`config.mk`:
```
export PLATFORM = sky130hd
export DESIGN_NAME = framed_buffer_loader_with_checksum
export DESIGN_NICKNAME = d
export VERILOG_FILES = /design/src/fblc_pkg.sv /design/src/framed_buffer_loader_with_checksum.sv /design/src/fblc_ram.sv
export SDC_FILE = /design/constraint.sdc
export NUM_CORES = 1
export LEC_CHECK = 0
export ABC_AREA = 1
export ABC_CLOCK_PERIOD_IN_PS = 4010
export BUFFER_PORTS_ARGS = -buffer_cell sky130_fd_sc_hd__buf_2
export CAP_MARGIN = 10
export CORE_ASPECT_RATIO = 1.4
export CORE_UTILIZATION = 60
export CTS_CLUSTER_SIZE = 24
export DETAILED_ROUTE_END_ITERATION = 8
export GPL_ROUTABILITY_DRIVEN = 1
export PLACE_DENSITY = 0.83
export RECOVER_POWER = 50
export SLEW_MARGIN = 20
export SYNTH_ARGS = -nofsm -noshare
export SYNTH_HDL_FRONTEND = slang
export SYNTH_HIERARCHICAL = 1
export SYNTH_SLANG_ARGS = --single-unit
```
`constraint.sdc`:
```
create_clock -name clock -period 4.01 [get_ports clock]
set_input_delay 0.6015 -clock clock [delete_from_list [all_inputs] [get_ports clock]]
set_output_delay 0.6015 -clock clock [all_outputs]
set_load 0.1 [all_outputs]
```
`src/fblc_pkg.sv`:
```
package fblc_pkg;

   localparam int SLOT_COUNT_DEF = 4;
   localparam int SLOT_BYTES_DEF = 256;

   localparam logic [7:0]  STATUS_OPCODE_RST = 8'd0;
   localparam logic [7:0]  LOAD_OPCODE_RST   = 8'd1;
   localparam logic [15:0] TIMEOUT_MS_RST    = 16'd100;

   typedef enum logic [1:0] {
      CSR_STATUS_OPCODE = 2'd0,
      CSR_LOAD_OPCODE   = 2'd1,
      CSR_TIMEOUT_MS    = 2'd2
   } csr_index_type;

   typedef enum logic [2:0] {
      MODE_WAIT  = 3'd0,
      MODE_LOAD  = 3'd1,
      MODE_READY = 3'd2,
      MODE_FULL  = 3'd3,
      MODE_ERROR = 3'd4,
      MODE_RECV  = 3'd5
   } mode_type;

   typedef enum logic [1:0] {
      PHASE_LEN  = 2'd0,
      PHASE_DATA = 2'd1,
      PHASE_SUM  = 2'd2
   } phase_type;

   typedef struct packed {
      logic [2:0] link_state;
      logic [2:0] slots_used;
      logic       frame_done;
      logic       frame_error;
      logic       write_valid;
      logic [1:0] write_slot;
      logic [7:0] write_offset;
      logic [7:0] write_data;
      logic [1:0] oldest_slot;
   } rsp_type;

endpackage

```
`src/framed_buffer_loader_with_checksum.sv`:
```
// A result is registered in the result queue on its request transfer, then offered on rsp_.
// One request per cycle while req_stall is low, each in one read-modify-write state pass.
// A two-entry result queue lets requests keep flowing while a result waits to be taken.
// Reset clears the control state, the result queue and the registers to their defaults.
// The frame length and frame payload memories are not cleared by reset.
module framed_buffer_loader_with_checksum #(
   parameter int SLOT_COUNT = fblc_pkg::SLOT_COUNT_DEF,
   parameter int SLOT_BYTES = fblc_pkg::SLOT_BYTES_DEF
) (
   input  logic        clock,
   input  logic        reset,
   input  logic        req_valid,
   output logic        req_stall,
   input  logic        req_byte_present,
   input  logic [7:0]  req_rx_byte,
   input  logic        req_ms_tick,
   input  logic        req_release_slot,
   output logic        rsp_valid,
   input  logic        rsp_stall,
   output logic [2:0]  rsp_link_state,
   output logic [2:0]  rsp_slots_used,
   output logic        rsp_frame_done,
   output logic        rsp_frame_error,
   output logic        rsp_write_valid,
   output logic [1:0]  rsp_write_slot,
   output logic [7:0]  rsp_write_offset,
   output logic [7:0]  rsp_write_data,
   output logic [1:0]  rsp_oldest_slot,
   input  logic        csr_we,
   input  logic [1:0]  csr_index,
   input  logic [15:0] csr_wdata
);

   localparam int SLOT_W  = (SLOT_COUNT > 1) ? $clog2(SLOT_COUNT) : 1;
   localparam int CNT_W   = $clog2(SLOT_COUNT + 1);
   localparam int STORE_D = SLOT_COUNT * SLOT_BYTES;
   localparam int ADDR_W  = (STORE_D > 1) ? $clog2(STORE_D) : 1;

   logic [7:0]  status_opcode_ff;
   logic [7:0]  load_opcode_ff;
   logic [15:0] timeout_ms_ff;

   fblc_pkg::mode_type  mode_ff, mode_in, mode_cur;
   fblc_pkg::phase_type phase_ff, phase_in;
   logic [7:0]          sum_ff, sum_in;
   logic [7:0]          pos_ff, pos_in;
   logic [15:0]         time_ff, time_in;
   logic [SLOT_W-1:0]   fill_ff, fill_in;
   logic [SLOT_W-1:0]   drain_ff, drain_a;
   logic [CNT_W-1:0]    used_ff, used_in, used_a;
   logic                mark_ff, mark_in, mark_a;
   logic                len_fwd_ff;
   logic [7:0]          len_wdata_ff;

   logic        accept;
   logic        rel_ok;
   logic [15:0] time_a;
   logic        is_timeout, is_poll, is_cmd, is_load_byte;
   logic        in_len, in_data, in_sum;
   logic        load_room, sum_match, pos_fits;
   logic [7:0]  pos_next;
   logic [7:0]  len_rd_data, cur_len;
   fblc_pkg::mode_type status_mode;

   logic              len_we, store_we;
   logic [ADDR_W-1:0] store_addr;
   logic              done, err;
   fblc_pkg::rsp_type res;

   fblc_pkg::rsp_type q_ff [2];
   logic              wr_ptr_ff, rd_ptr_ff;
   logic [1:0]        count_ff;
   logic              pop;

   assign req_stall = (count_ff == 2'd2);
   assign accept    = req_valid && !req_stall;
   assign pop       = rsp_valid && !rsp_stall;

   always_ff @(posedge clock) begin
      if (reset) begin
         status_opcode_ff <= fblc_pkg::STATUS_OPCODE_RST;
         load_opcode_ff   <= fblc_pkg::LOAD_OPCODE_RST;
         timeout_ms_ff    <= fblc_pkg::TIMEOUT_MS_RST;
      end else if (csr_we) begin
         unique case (csr_index)
            fblc_pkg::CSR_STATUS_OPCODE: status_opcode_ff <= csr_wdata[7:0];
            fblc_pkg::CSR_LOAD_OPCODE:   load_opcode_ff   <= csr_wdata[7:0];
            fblc_pkg::CSR_TIMEOUT_MS:    timeout_ms_ff    <= csr_wdata;
            default: ;
         endcase
      end
   end

   always_comb begin
      unique case (mode_ff)
         fblc_pkg::MODE_LOAD:  mode_cur = fblc_pkg::MODE_LOAD;
         fblc_pkg::MODE_READY: mode_cur = fblc_pkg::MODE_READY;
         fblc_pkg::MODE_FULL:  mode_cur = fblc_pkg::MODE_FULL;
         fblc_pkg::MODE_ERROR: mode_cur = fblc_pkg::MODE_ERROR;
         fblc_pkg::MODE_RECV:  mode_cur = fblc_pkg::MODE_RECV;
         default:              mode_cur = fblc_pkg::MODE_WAIT;
      endcase
   end

   // The release is applied before anything else in the same transfer.
   assign rel_ok  = req_release_slot && (used_ff != '0);
   assign used_a  = rel_ok ? used_ff - CNT_W'(1) : used_ff;
   assign mark_a  = rel_ok ? 1'b1 : mark_ff;
   assign drain_a = !rel_ok ? drain_ff :
                    (drain_ff == SLOT_W'(SLOT_COUNT - 1)) ? '0 : drain_ff + SLOT_W'(1);
   assign time_a  = (mode_cur == fblc_pkg::MODE_LOAD && req_ms_tick && time_ff != '0) ?
                    time_ff - 16'd1 : time_ff;

   assign is_timeout   = (mode_cur == fblc_pkg::MODE_LOAD) && (time_a == '0);
   assign is_poll      = !is_timeout && !req_byte_present;
   assign is_cmd       = !is_timeout && req_byte_present && (mode_cur != fblc_pkg::MODE_LOAD);
   assign is_load_byte = !is_timeout && req_byte_present && (mode_cur == fblc_pkg::MODE_LOAD);

   assign in_len  = (phase_ff == fblc_pkg::PHASE_LEN);
   assign in_data = (phase_ff == fblc_pkg::PHASE_DATA);
   assign in_sum  = !in_len && !in_data;

   assign load_room   = ({{(32-CNT_W){1'b0}}, used_a} < 32'(SLOT_COUNT));
   assign status_mode = load_room ? fblc_pkg::MODE_READY : fblc_pkg::MODE_FULL;
   assign sum_match   = (sum_ff == req_rx_byte);
   assign pos_fits    = ({1'b0, pos_ff} < 9'(SLOT_BYTES));
   assign pos_next    = pos_ff + 8'd1;

   // The length entry written by the previous transfer is not yet visible at the read port.
   assign cur_len = len_fwd_ff ? len_wdata_ff : len_rd_data;

   always_comb begin
      mode_in  = mode_cur;
      phase_in = phase_ff;
      sum_in   = sum_ff;
      pos_in   = pos_ff;
      time_in  = time_a;
      fill_in  = fill_ff;
      used_in  = used_a;
      mark_in  = mark_a;
      if (is_timeout) begin
         mode_in = fblc_pkg::MODE_ERROR;
      end else if (is_poll) begin
         unique case (mode_cur)
            fblc_pkg::MODE_WAIT: begin
               if (mark_a) begin
                  mode_in = status_mode;
                  mark_in = 1'b0;
               end
            end
            fblc_pkg::MODE_READY, fblc_pkg::MODE_FULL: mode_in = fblc_pkg::MODE_WAIT;
            fblc_pkg::MODE_ERROR, fblc_pkg::MODE_RECV: mode_in = status_mode;
            default: ;
         endcase
      end else if (is_cmd) begin
         mode_in = fblc_pkg::MODE_WAIT;
         if (req_rx_byte == status_opcode_ff) begin
            mode_in = status_mode;
         end
         if (req_rx_byte == load_opcode_ff) begin
            if (load_room) begin
               mode_in  = fblc_pkg::MODE_LOAD;
               phase_in = fblc_pkg::PHASE_LEN;
               time_in  = timeout_ms_ff;
            end else begin
               mode_in = fblc_pkg::MODE_ERROR;
            end
         end
      end else begin
         time_in = timeout_ms_ff;
         if (in_len) begin
            sum_in   = req_rx_byte;
            pos_in   = '0;
            phase_in = (req_rx_byte == '0) ? fblc_pkg::PHASE_SUM : fblc_pkg::PHASE_DATA;
         end else if (in_data) begin
            sum_in = sum_ff + req_rx_byte;
            pos_in = pos_next;
            if (pos_next == cur_len) begin
               phase_in = fblc_pkg::PHASE_SUM;
            end
         end else if (sum_match) begin
            fill_in = (fill_ff == SLOT_W'(SLOT_COUNT - 1)) ? '0 : fill_ff + SLOT_W'(1);
            if (load_room) begin
               used_in = used_a + CNT_W'(1);
            end
            mode_in = fblc_pkg::MODE_RECV;
         end else begin
            mode_in = fblc_pkg::MODE_ERROR;
         end
      end
   end

   always_comb begin
      done     = is_load_byte && in_sum && sum_match;
      err      = is_timeout
               || (is_cmd && req_rx_byte == load_opcode_ff && !load_room)
               || (is_load_byte && in_sum && !sum_match);
      len_we   = accept && is_load_byte && in_len;
      store_we = accept && is_load_byte && in_data && pos_fits;
      res.link_state   = 3'(mode_in);
      res.slots_used   = 3'(used_in);
      res.frame_done   = done;
      res.frame_error  = err;
      res.write_valid  = 1'b0;
      res.write_slot   = '0;
      res.write_offset = '0;
      res.write_data   = '0;
      res.oldest_slot  = 2'(drain_a);
      if (is_load_byte && in_data && pos_fits) begin
         res.write_valid  = 1'b1;
         res.write_slot   = 2'(fill_ff);
         res.write_offset = pos_ff;
         res.write_data   = req_rx_byte;
      end
   end

   assign store_addr = ADDR_W'(32'(fill_ff) * SLOT_BYTES + 32'(pos_ff));

   fblc_ram #(
      .WIDTH(8),
      .DEPTH(SLOT_COUNT)
   ) u_len_ram (
      .clock   (clock),
      .wr_en   (len_we),
      .wr_addr (fill_ff),
      .wr_data (req_rx_byte),
      .rd_addr (fill_ff),
      .rd_data (len_rd_data)
   );

   fblc_ram #(
      .WIDTH(8),
      .DEPTH(STORE_D)
   ) u_store_ram (
      .clock   (clock),
      .wr_en   (store_we),
      .wr_addr (store_addr),
      .wr_data (req_rx_byte),
      .rd_addr (store_addr),
      .rd_data ()
   );

   always_ff @(posedge clock) begin
      if (reset) begin
         mode_ff    <= fblc_pkg::MODE_WAIT;
         phase_ff   <= fblc_pkg::PHASE_LEN;
         sum_ff     <= '0;
         pos_ff     <= '0;
         time_ff    <= '0;
         fill_ff    <= '0;
         drain_ff   <= '0;
         used_ff    <= '0;
         mark_ff    <= 1'b0;
         len_fwd_ff <= 1'b0;
      end else begin
         len_fwd_ff <= len_we;
         if (accept) begin
            mode_ff  <= mode_in;
            phase_ff <= phase_in;
            sum_ff   <= sum_in;
            pos_ff   <= pos_in;
            time_ff  <= time_in;
            fill_ff  <= fill_in;
            drain_ff <= drain_a;
            used_ff  <= used_in;
            mark_ff  <= mark_in;
         end
      end
   end

   always_ff @(posedge clock) begin
      if (len_we) begin
         len_wdata_ff <= req_rx_byte;
      end
   end

   always_ff @(posedge clock) begin
      if (reset) begin
         wr_ptr_ff <= 1'b0;
         rd_ptr_ff <= 1'b0;
         count_ff  <= '0;
      end else begin
         if (accept) begin
            wr_ptr_ff <= !wr_ptr_ff;
         end
         if (pop) begin
            rd_ptr_ff <= !rd_ptr_ff;
         end
         if (accept && !pop) begin
            count_ff <= count_ff + 2'd1;
         end else if (pop && !accept) begin
            count_ff <= count_ff - 2'd1;
         end
      end
   end

   always_ff @(posedge clock) begin
      if (accept) begin
         q_ff[wr_ptr_ff] <= res;
      end
   end

   assign rsp_valid        = (count_ff != '0);
   assign rsp_link_state   = q_ff[rd_ptr_ff].link_state;
   assign rsp_slots_used   = q_ff[rd_ptr_ff].slots_used;
   assign rsp_frame_done   = q_ff[rd_ptr_ff].frame_done;
   assign rsp_frame_error  = q_ff[rd_ptr_ff].frame_error;
   assign rsp_write_valid  = q_ff[rd_ptr_ff].write_valid;
   assign rsp_write_slot   = q_ff[rd_ptr_ff].write_slot;
   assign rsp_write_offset = q_ff[rd_ptr_ff].write_offset;
   assign rsp_write_data   = q_ff[rd_ptr_ff].write_data;
   assign rsp_oldest_slot  = q_ff[rd_ptr_ff].oldest_slot;

   a_used_bound: assert property (@(posedge clock) disable iff (reset)
      {{(32-CNT_W){1'b0}}, used_ff} <= 32'(SLOT_COUNT))
      else $error("Committed slot count exceeds the ring size.");

   a_queue_bound: assert property (@(posedge clock) disable iff (reset)
      count_ff != 2'd3)
      else $error("Result queue count is out of range.");

   a_done_err: assert property (@(posedge clock) disable iff (reset)
      accept |-> !(done && err))
      else $error("A transfer both committed a frame and raised an error.");

   a_commit_used: assert property (@(posedge clock) disable iff (reset)
      (accept && done) |=> (used_ff != '0) && (mode_ff == fblc_pkg::MODE_RECV))
      else $error("A committed frame left the ring empty or the mode wrong.");

endmodule

```
`src/fblc_ram.sv`:
```
module fblc_ram #(
   parameter int WIDTH = 8,
   parameter int DEPTH = 16
) (
   input  logic                                 clock,
   input  logic                                 wr_en,
   input  logic [(DEPTH > 1 ? $clog2(DEPTH) : 1)-1:0] wr_addr,
   input  logic [WIDTH-1:0]                     wr_data,
   input  logic [(DEPTH > 1 ? $clog2(DEPTH) : 1)-1:0] rd_addr,
   output logic [WIDTH-1:0]                     rd_data
);

   logic [WIDTH-1:0] mem_ff [DEPTH];
   logic [WIDTH-1:0] rd_data_ff;

   always_ff @(posedge clock) begin
      if (wr_en) begin
         mem_ff[wr_addr] <= wr_data;
      end
      rd_data_ff <= mem_ff[rd_addr];
   end

   assign rd_data = rd_data_ff;

endmodule
```
# == Yosys cells after proc, flatten, opt, wreduce, memory -nomap -nowiden ==
# Memory sizes are Yosys's and may differ from the RTL's. A register that Yosys moved wholly into a read port is not among the register bits.
# Cells that the tools add are included.
# classes
n_addsub,9
order_cmp,1
n_eq_ne,23
n_mux,55
bitwise_logic,5
n_reduce_logical,55
# ops
operator,count
2-to-1 mux 16 bit,6
2-to-1 mux 3 bit,16
2-to-1 mux 8 bit,5
equality test 8 bit,4
2-to-1 mux 2 bit,13
logical AND 1 bit,21
2-to-1 mux 19 bit,1
zero test 16 bit,1
nonzero test 16 bit,1
"subtractor 16 x 1 -> 16 bit, second input constant",1
case mux 3 bit (5 select lines),1
AND reduction 7 bit,2
"equality test 3 x 2 -> 1 bit, second input constant",4
"equality test 3 bit, second input constant",4
zero test 1 bit,12
2-to-1 mux 1 bit,12
case mux 3 bit (3 select lines),1
nonzero test 3 bit,3
"adder 8 x 1 -> 8 bit, second input constant",1
adder 8 bit,1
"equality test 2 bit, second input constant",4
zero test 8 bit,1
"adder 2 x 1 -> 2 bit, second input constant",3
"equality test 3 x 1 -> 1 bit, second input constant",2
other kinds (15),28
# totals
ff_bits,90
mem_bits_rw,90
input_bits,34
out_inout_bits,31
wordCells,167
memories,2
# memory_table
memory,words,width,read_ports,rd_clocked_by_memory_dff,write_ports,line,text
q_ff,2,29,1,1,1,framed_buffer_loader_with_checksum.sv:70,fblc_pkg::rsp_type q_ff [2];
u_len_ram.mem_ff,4,8,1,1,1,fblc_ram.sv:13,logic [WIDTH-1:0] mem_ff [DEPTH];

# == Depth between registers and ports, before layout ==
# Gate-level depths: netlist (run 1).
# depth
ltp_word,15
depth_mapped,19
mapped_depth_nobuf,18

# == Hierarchy ==
# Netlist (run 1), hierarchy kept.
# by_module_without_submodules
mod,instances,cells_each,area_each_um2,seq_area_each_um2
framed_buffer_loader_with_checksum,1,1008,8046.5,3643.5
fblc_ram,1,141,1547.7,1121.1

# == Worst setup path before layout (run 1) ==
# OpenSTA, ideal clock, no wires.
# synth_path
path_kind,flip-flop to flip-flop
from,register mode_ff[1]
to,memory u_len_ram.mem_ff[0][0] (enable)
setup_ns,0.383
arrival_time_ns,3.193
required_ns,3.627
path_slack_ns,0.433
path_stages_with_launch,20
n_path_buf,2
period_less_slack_ns,3.577
path_cell_list,dfxtp_1 > inv_2 > ha_1 > inv_1 > nand3_2 > nand2_1 > nand3_1 > nor2_4 > buf_6 > nand2_1 > nand2_1 > nor2_1 > nand2_1 > nor2_4 > a21oi_4 > buf_2 > nand3_1 > inv_1 > inv_1 > nor3_1
# synth_via
elab_chain_cells,15
word_cells_on_any_way,19
classes_between,eq/ne (6); mux (4); reduce/logical (9)
# synth_lines
element,line,text
from (decl),framed_buffer_loader_with_checksum.sv:43,"fblc_pkg::mode_type mode_ff, mode_in, mode_cur;"
from (signal assigned),framed_buffer_loader_with_checksum.sv:245,mode_ff <= fblc_pkg::MODE_WAIT;
from (signal assigned),framed_buffer_loader_with_checksum.sv:258,mode_ff <= mode_in;
"equality test 3 bit, or another cell as far along",framed_buffer_loader_with_checksum.sv:95,unique case (mode_ff)
case mux 3 bit (5 select lines) *,framed_buffer_loader_with_checksum.sv:95,
equality test 3 x 1 -> 1 bit *,"framed_buffer_loader_with_checksum.sv:111, framed_buffer_loader_with_checksum.sv:114, framed_buffer_loader_with_checksum.sv:117",
logical AND 1 bit (2 in a row),framed_buffer_loader_with_checksum.sv:111,assign time_a = (mode_cur == fblc_pkg::MODE_LOAD && req_ms_tick && time_ff != '0) ?
2-to-1 mux 16 bit,framed_buffer_loader_with_checksum.sv:111,
zero test 16 bit,framed_buffer_loader_with_checksum.sv:114,assign is_timeout = (mode_cur == fblc_pkg::MODE_LOAD) && (time_a == '0);
logical AND 1 bit,framed_buffer_loader_with_checksum.sv:114,
zero test 1 bit,framed_buffer_loader_with_checksum.sv:117,assign is_load_byte = !is_timeout && req_byte_present && (mode_cur == fblc_pkg::MODE_LOAD);
logical AND 1 bit,framed_buffer_loader_with_checksum.sv:117,
logical AND 1 bit *,framed_buffer_loader_with_checksum.sv:117,
logical AND 1 bit *,n/a,
logical AND 1 bit *,framed_buffer_loader_with_checksum.sv:198,len_we = accept && is_load_byte && in_len;
via len_we,framed_buffer_loader_with_checksum.sv:65,"logic len_we, store_we;"
2-to-1 mux 1 bit *,fblc_ram.sv:17,if (wr_en) begin
2-to-1 mux 1 bit (implied by the code) *,fblc_ram.sv:18,mem_ff[wr_addr] <= wr_data;
to (decl),fblc_ram.sv:13,
# The timed path passes the listed nets; every way through them passes the cells marked *.

# == Worst setup path after layout (run 1) ==
# layout_path
from,register mode_ff[1]
to,memory u_len_ram.mem_ff[0][2] (enable)
# Same word-level chain as after synthesis.

==> reports/metrics.yaml, run 1 <==
drt:
  wl_um: 20900
  viasPerCell: 5.45
  dr.first_iter.drc_count: 553
  drtPass1Iterations: 6
  wl_per_cell_um: 14.8
  antenna_left: 0
  drc: 0
  vias: 7707
timing:
  fin_skew_ns: 0.00879
  setup_viol: 0
  hold_viol_final: 0
  fin_crit_sh_pct: 87.0
  finalCriticalPeriod_ns: 3.49
  max_freq_ghz: 0.287
  relSlewSlack_pct: -19.6
  rsz0062_at_grt: "false"
  final_max_slew_viol_count: 64
  worst_pin_slew_ns: 1.79
  tns_ns: 0
  setup_ws_ns: 0.523
critical_path:
  crit_fanout: 14
  worst_setup_path_start_kind: "register"
  regToRegStartpoint: "mode_ff[1]"
  cp.required_ns: 4.15
  path_common_cell: "nand2_1"
  reg2reg_depth: 18
  rr_endpoint: "u_len_ram/mem_ff[0][2]"
  path_depth: 18
  crit_slowest_cell: "dfxtp_1"
  r2r_slack_ns: 0.52
  worst_setup_path_end_kind: "register"
  criticalPathCategory: "register to register"
  cp_top_family: "simple AND/OR/NAND/NOR gates"
  max_stage_delay_ns: 0.37
  cp_data_arrival_time_ns: 3.63
  path_cells: "inv_2 -> ha_1 -> inv_1 -> nand3_2 -> nand2_1 -> nand3_1 -> nor2_4 -> nand2_1 -> nand2_1 -> nor2_1 -> nand2_1 -> nor2_4 -> a21oi_4 -> nand3_1 -> inv_1 -> inv_1 -> nor3_1 -> buf_4"
  critPathBufInv: 5
logic_synthesis:
  synthMuxAreaShare_pct: 3.61
  ys_ff_latch: 189
  synth_top_family_by_area: "simple AND/OR/NAND/NOR gates"
  syn_inst: 1149
  yosys.area.top_type: "edfxtp_1"
  yosys.area_share.xor_xnor_pct: 2.46
  syn_area_per_cell_um2: 8.35
  syn_area_mm2: 0.00959
  seq_area_frac_synth_pct: 49.7
  synth_fa_ha_area_share_pct: 2.69
  synth_edf_count: 98
  synth.net_count: 1203
  synth_compound_area_share_pct: 8.40
  synth-simple-area-share_pct: 24.3
  synth.distinct_cells: 41
  async_flop_share_pct: 0
  synthTopCellsByArea: "edfxtp_1 (31%), dfxtp_1 (19%), nand2_1 (10%)"
  yosys_warnings: 6
  ys_dominant_reg_cell: "edfxtp_1"
  yosysTopAreaCellShare_pct: 30.7
run:
  cap_violations: 2
clock_tree:
  root_buffer: "clkbuf_16"
  cts_sinks: 189
  cts_buffer_depth: 2
  clkTransAtPathRegs_ns: 0.07
  clk_latency_ns: 0.43
  h-tree-depth: 4
  cts_tree: "built"
  cts_resized: 0
  cts_setup_buffers: 0
  ctsHoldBuffers: 0
  numCtsBuffers: 17
power_and_ir_drop:
  p_leak_nw: 4.62
  peakVddDrop_mv: 0.670
  power.density_mw_per_mm2: 601
worst_hold_path:
  holdPathStages: 3
  hold_path_end: "timeout_ms_ff[2]"
  hp-start: "csr_wdata[2]"
  min_path_type: "input pin to register"
placement:
  hpwl_um: 14800
  place_ws_ns: 0.620
  portBuffers: 64
  gp_congestion: 0.946
layout:
  multi_input_area_mm2: 0.00398
  nNetsFinal: 1259
  drive_above_1_share_pct: 13.2
  regArea_mm2: 0.00476
  syn_to_final_growth_pct: 10.1
  antenna_cells: 0
  fill_cells: 1232
  post-route-util_pct: 67.7
global_route:
  grt_pass1_vias: 7571
  grt_use_total_pct: 27.5
  grt-ovfl-total: 0
  grt_pass1_wl_um: 34700
  grt_max_degree: 44
  antenna_found_initial: 0
floorplan:
  die-area_mm2: 0.0165
  die_w_um: 109
  coreArea_mm2: 0.0156
  ios: 65
  rows: 54
  die_h_um: 152
  start_util_pct: 61.5
status:
  status: "finished, violations left"
  violations: "max-capacitance violations, max-slew violations"
[state kept, by name (all words and copies together), names as in the netlist, 2 cells and up, named ones only]
register,cells
used_ff,3
load_opcode_ff,8
phase_ff,2
time_ff,16
drain_ff,2
fill_ff,2
u_len_ram/rd_data,8
status_opcode_ff,8
count_ff,2
timeout_ms_ff,16
len_wdata_ff,8
q_ff,58
mode_ff,3
sum_ff,8
pos_ff,8
u_len_ram/mem_ff,32
[final cells by class]
cell class | instances | area share (%)
tap | 196 | 2.32
timing repair buffer | 78 | 3.73
inverter | 164 | 5.84
sequential | 189 | 45.1
clock inverter | 15 | 1.31
multi-input combinational | 755 | 37.7
clock buffer | 17 | 4.03
[worst max path at each step]
| stage | start | to | slack [ns] |
|---|---|---|---|
| after detailed placement | mode_ff[1] | u_len_ram/mem_ff[1][2] | 0.62 |
| after floorplan | mode_ff[1] | u_len_ram/mem_ff[0][0] | 0.43 |
| after global placement | mode_ff[1] | u_len_ram/mem_ff[0][3] | 0.74 |
| after global routing | mode_ff[1] | u_len_ram/mem_ff[0][1] | 0.20 |
| after CTS | mode_ff[1] | u_len_ram/mem_ff[0][5] | 0.56 |
| final | mode_ff[1] | u_len_ram/mem_ff[0][2] | 0.52 |
[power by group]
| part | switching [mW] | total (mW) | leakage (nW) | internal [mW] |
|---|---|---|---|---|
| Combinational | 1.79 | 2.38 | 2.70 | 0.583 |
| Sequential | 0.109 | 2.38 | 1.66 | 2.27 |
| Clock | 0.738 | 1.60 | 0.258 | 0.862 |
| Total | 2.64 | 6.36 | 4.62 | 3.72 |
[worst register-to-register path: stages (launching register included)]
cell and delay (ns):
dfxtp_1 0.37, inv_2 0.08, ha_1 0.33, inv_1 0.10, nand3_2 0.12, nand2_1 0.15, nand3_1 0.16, nor2_4 0.34
nand2_1 0.11, nand2_1 0.11, nor2_1 0.06, nand2_1 0.10, nor2_4 0.08, a21oi_4 0.15, nand3_1 0.13, inv_1 0.29
inv_1 0.16, nor3_1 0.17, buf_4 0.20
[kinds of logic (layout without fill, tap and decap cells)]
logic type | Yosys count | after routing
flip-flops | 189 | 189
AND/OR/NAND/NOR | 528 | 528
AO/OA/AOI/OAI | 149 | 149
multiplexers | 31 | 31
buffers and inverters | 205 | 274
XOR/XNOR | 27 | 27
adder cells (fa/ha/maj) | 20 | 20
[per-stage QoR]
stage          power [mW]  cell area, um^2  cells  hold slack, ns
3_3_place_gp         4.75            10000   1382           0.436
5_1_grt              6.69            10600   1414           0.436
6_report             6.36            10600   1414           0.435
4_1_cts              6.38            10600   1414           0.424
2_1_floorplan        4.37             9590   1149           0.426
3_5_place_dp         4.79            10000   1382           0.448
[layer usage]
metal / vias up / track usage (%) / share of wire, %
met4: 0 / 17.0 / 5.1
met2: 222 / 50.7 / 53
met1: 3551 / 28.3 / 37
met3: 72 / 4.96 / 4.3
met5: - / 0 / 0
li1: 3862 / - / -
[layout by cell type, fill, tap and decap left out, types with 5 or more instances in the layout]
| cell | n |
|---|---|
| o21ai_1 | 10 |
| clkbuf_1 | 15 |
| nor2_1 | 121 |
| mux2_2 | 29 |
| dfxtp_1 | 91 |
| nand3_1 | 60 |
| nand2_1 | 267 |
| nor3_1 | 9 |
| clkbuf_2 | 9 |
| a21oi_2 | 6 |
| clkbuf_16 | 17 |
| xor2_1 | 20 |
| clkinvlp_4 | 6 |
| buf_2 | 45 |
| nand2_2 | 8 |
| a21oi_1 | 61 |
| nand4_1 | 33 |
| edfxtp_1 | 98 |
| buf_4 | 9 |
| nand3b_1 | 8 |
| ha_1 | 19 |
| xnor2_1 | 7 |
| inv_1 | 158 |
| inv_2 | 5 |
| o21ai_0 | 65 |
[Yosys cell counts (2+ instances only)]
| cell type | count |
|---|---|
| nand2_1 | 267 |
| inv_1 | 157 |
| nor2_1 | 121 |
| edfxtp_1 | 98 |
| dfxtp_1 | 91 |
| o21ai_0 | 64 |
| a21oi_1 | 61 |
| nand3_1 | 60 |
| nand4_1 | 33 |
| mux2_2 | 29 |
| clkbuf_1 | 25 |
| xor2_1 | 20 |
| ha_1 | 19 |
| o21ai_1 | 11 |
| nor3_1 | 9 |
| nand2_2 | 8 |
| nand3b_1 | 8 |
| buf_6 | 7 |
| xnor2_1 | 7 |
| a21oi_2 | 6 |
| inv_2 | 6 |
| nor4_1 | 4 |
| o211ai_1 | 4 |
| or2_2 | 4 |
| buf_1 | 3 |
| buf_2 | 3 |
| nand3_2 | 3 |
| nor2_4 | 3 |
| buf_4 | 2 |
| mux2i_1 | 2 |
| nand3_4 | 2 |
| nor2_2 | 2 |
| nor3b_1 | 2 |
No activity file was read; power rests on OpenSTA's default activity.
==> run 2: changes to the inputs <==
--- a/config.mk
+++ b/config.mk
@@ -14,7 +14,7 @@
 export CTS_CLUSTER_SIZE = 24
 export DETAILED_ROUTE_END_ITERATION = 8
 export GPL_ROUTABILITY_DRIVEN = 1
-export PLACE_DENSITY = 0.83
+export PLACE_DENSITY = 0.77
 export RECOVER_POWER = 50
 export SLEW_MARGIN = 20
 export SYNTH_ARGS = -nofsm -noshare
==> run 2 against run 1 <==
The run still ends with max-capacitance violations, max-slew violations left. Critical path depth shrank 15. Via count shrank 0.35%. Final cell count is essentially flat. Power grew 0.10%. Non-clock buffer count shrank 1. Highest routed layer unchanged. Worst setup slack gained 0.19 ns. Global-route usage grew 0.64 points. Worst hold slack gained 0.013 ns. Fmax grew 5.7%. Sequential share of layout area is essentially flat. Register-to-register slack gained 0.27 ns. Routed wire length grew 3.3%.
==> reports/metrics.yaml, run 2 (same netlist as run 1, synthesis figures left out) <==
status:
  status: "finished, violations left"
  violations: "max-capacitance violations, max-slew violations"
layout:
  syn_to_final_growth_pct: 10.1  # about the same
  fill_cells: 1300  # +5.5%
  post-route-util_pct: 67.7  # about the same
  drive_above_1_share_pct: 13.3  # +0.093 points
  final_cell_mix: "nand2_1 (267), inv_1 (157), nor2_1 (119), edfxtp_1 (98), dfxtp_1 (91)"
  antenna_cells: 0  # unchanged
  largest_reg_flops: 58  # unchanged
  final_common_cell: "nand2_1"
  nNetsFinal: 1258  # -0.079%
  largest-register: "q_ff"
  largest_registers: "q_ff (58), u_len_ram/mem_ff (32)"
timing:
  fin_crit_sh_pct: 82.3  # -4.7 points
  relSlewSlack_pct: -11.1  # +8.5 points
  worst_pin_slew_ns: 1.67  # -0.127 ns
  setup_viol: 0  # unchanged
  rsz0062_at_grt: "false"
  max_freq_ghz: 0.303  # +5.7%
  fin_skew_ns: 0.0101  # +0.00130 ns
  finalCriticalPeriod_ns: 3.30  # -0.189 ns
  final_max_slew_viol_count: 124  # +94%
  tns_ns: 0  # unchanged
  hold_viol_final: 0  # unchanged
global_route:
  grt-busiest-layer: "met2"
  grt_pass1_vias: 7538  # -0.44%
  grt_use_total_pct: 28.1  # +0.64 points
  use_met2_pct: 51.1  # +0.44 points
  grt_pass1_wl_um: 35700  # +3.0%
  grt_max_degree: 44  # unchanged
  antenna_found_initial: 0  # unchanged
  gr-usage-met3_pct: 3.98  # -0.98 points
  grt-ovfl-total: 0  # unchanged
  grtUsageMet1_pct: 32.2  # +3.9 points
critical_path:
  cp_data_arrival_time_ns: 2.70  # -0.93 ns
  worst_setup_path_end_kind: "output pin"
  criticalPathCategory: "register to output pin"
  cp.required_ns: 3.41  # -0.74 ns
  worst_setup_path_start_kind: "register"
  crit_fanout: 29  # +15
drt:
  drc: 0  # unchanged
  viasPerCell: 5.44  # -0.28%
  dr.first_iter.drc_count: 453  # -18%
  antenna_left: 0  # unchanged
  wl_per_cell_um: 15.3  # +3.4%
  drtPass1Iterations: 5  # -1
  wl_um: 21600  # +3.3%
  vias: 7680  # -0.35%
power_and_ir_drop:
  peakVddDrop_mv: 0.760  # +13%
  p_leak_nw: 4.63  # +0.22%
  power.density_mw_per_mm2: 602  # +0.15%
run:
  cap_violations: 4  # +2
clock_tree:
  clk_latency_ns: 0.43  # about the same
  cts_tree: "built"
  h-tree-depth: 4  # unchanged
  ctsHoldBuffers: 0  # unchanged
  cts_resized: 0  # unchanged
  root_buffer: "clkbuf_16"
  clkTransAtPathRegs_ns: 0.07  # about the same
  numCtsBuffers: 17  # unchanged
  cts_sinks: 189  # unchanged
  cts_buffer_depth: 2  # unchanged
  cts_setup_buffers: 0  # unchanged
floorplan:
  start_util_pct: 61.5  # unchanged
  coreArea_mm2: 0.0156  # unchanged
  die-area_mm2: 0.0165  # unchanged
  ios: 65  # unchanged
  die_w_um: 109  # unchanged
  rows: 54  # unchanged
  die_h_um: 152  # unchanged
placement:
  hpwl_um: 15000  # +1.4%
  portBuffers: 64  # unchanged
  gp_congestion: 0.907  # -4.1%
worst_hold_path:
  min_path_type: "input pin to register"
-- run 2: changes by cell type in the layout (fill, tap and decap cells not counted), sizes merged --
cell	previous run	this run
clkbuf	41	39
buf	54	55
clkinv	4	6
clkinvlp	7	3
inv	167	169
-- run 2: worst max-delay path, cell delays in order, from the launching register on --
cell and delay [ns]:
dfxtp_1 0.31, clkbuf_1 1.13, mux2_2 0.35, clkbuf_2 0.45
-- run 2: cell type report --
class	count	area [um^2]	share of cell area (%)
clock inverters	15	134	1.27
clock buffers	17	425	4.03
inverters	164	617	5.84
multi-input cells	755	3990	37.8
well taps	196	245	2.32
flip-flops and latches	189	4760	45.1
repair buffers	77	389	3.68
-- run 2: worst paths after layout --
check / from / end / slack, ns / cells past startpoint
worst max register to register: mode_ff[1] / q_ff[1][4] / 0.79 / 16
worst min-delay path: csr_wdata[6] / timeout_ms_ff[6] / 0.45 / 3
worst min register to register: rd_ptr_ff / rd_ptr_ff / 0.45 / 1
worst max-delay path: register / rsp_write_offset[0] / 0.71 / 3
-- run 2: metrics by stage --
stage | instance area, um^2 | power, mW | cells | hold WS, ns | setup WS, ns
6_report | 10600 | 6.36 | 1413 | 0.447 | 0.712
5_1_grt | 10600 | 6.69 | 1413 | 0.444 | 0.491
4_1_cts | 10600 | 6.39 | 1413 | 0.433 | 0.819
3_5_place_dp | 10000 | 4.78 | 1381 | 0.447 | 0.829
3_3_place_gp | 10000 | 4.75 | 1381 | 0.435 | 0.971
2_1_floorplan | 9590 | 4.37 | 1149 | 0.426 | 0.433
-- run 2: report_power, final --
group          internal (mW)  switching [mW]  leakage (nW)
sequential              2.27           0.111          1.66
clock                  0.866           0.752         0.276
combinational          0.582            1.78          2.69
total                   3.72            2.64          4.63
-- run 2: routing by layer --
layer	vias up	part of all wire, %
met4	0	3.6
met1	3571	39
met5	-	0
met2	197	54
met3	57	3.6
li1	3855	-
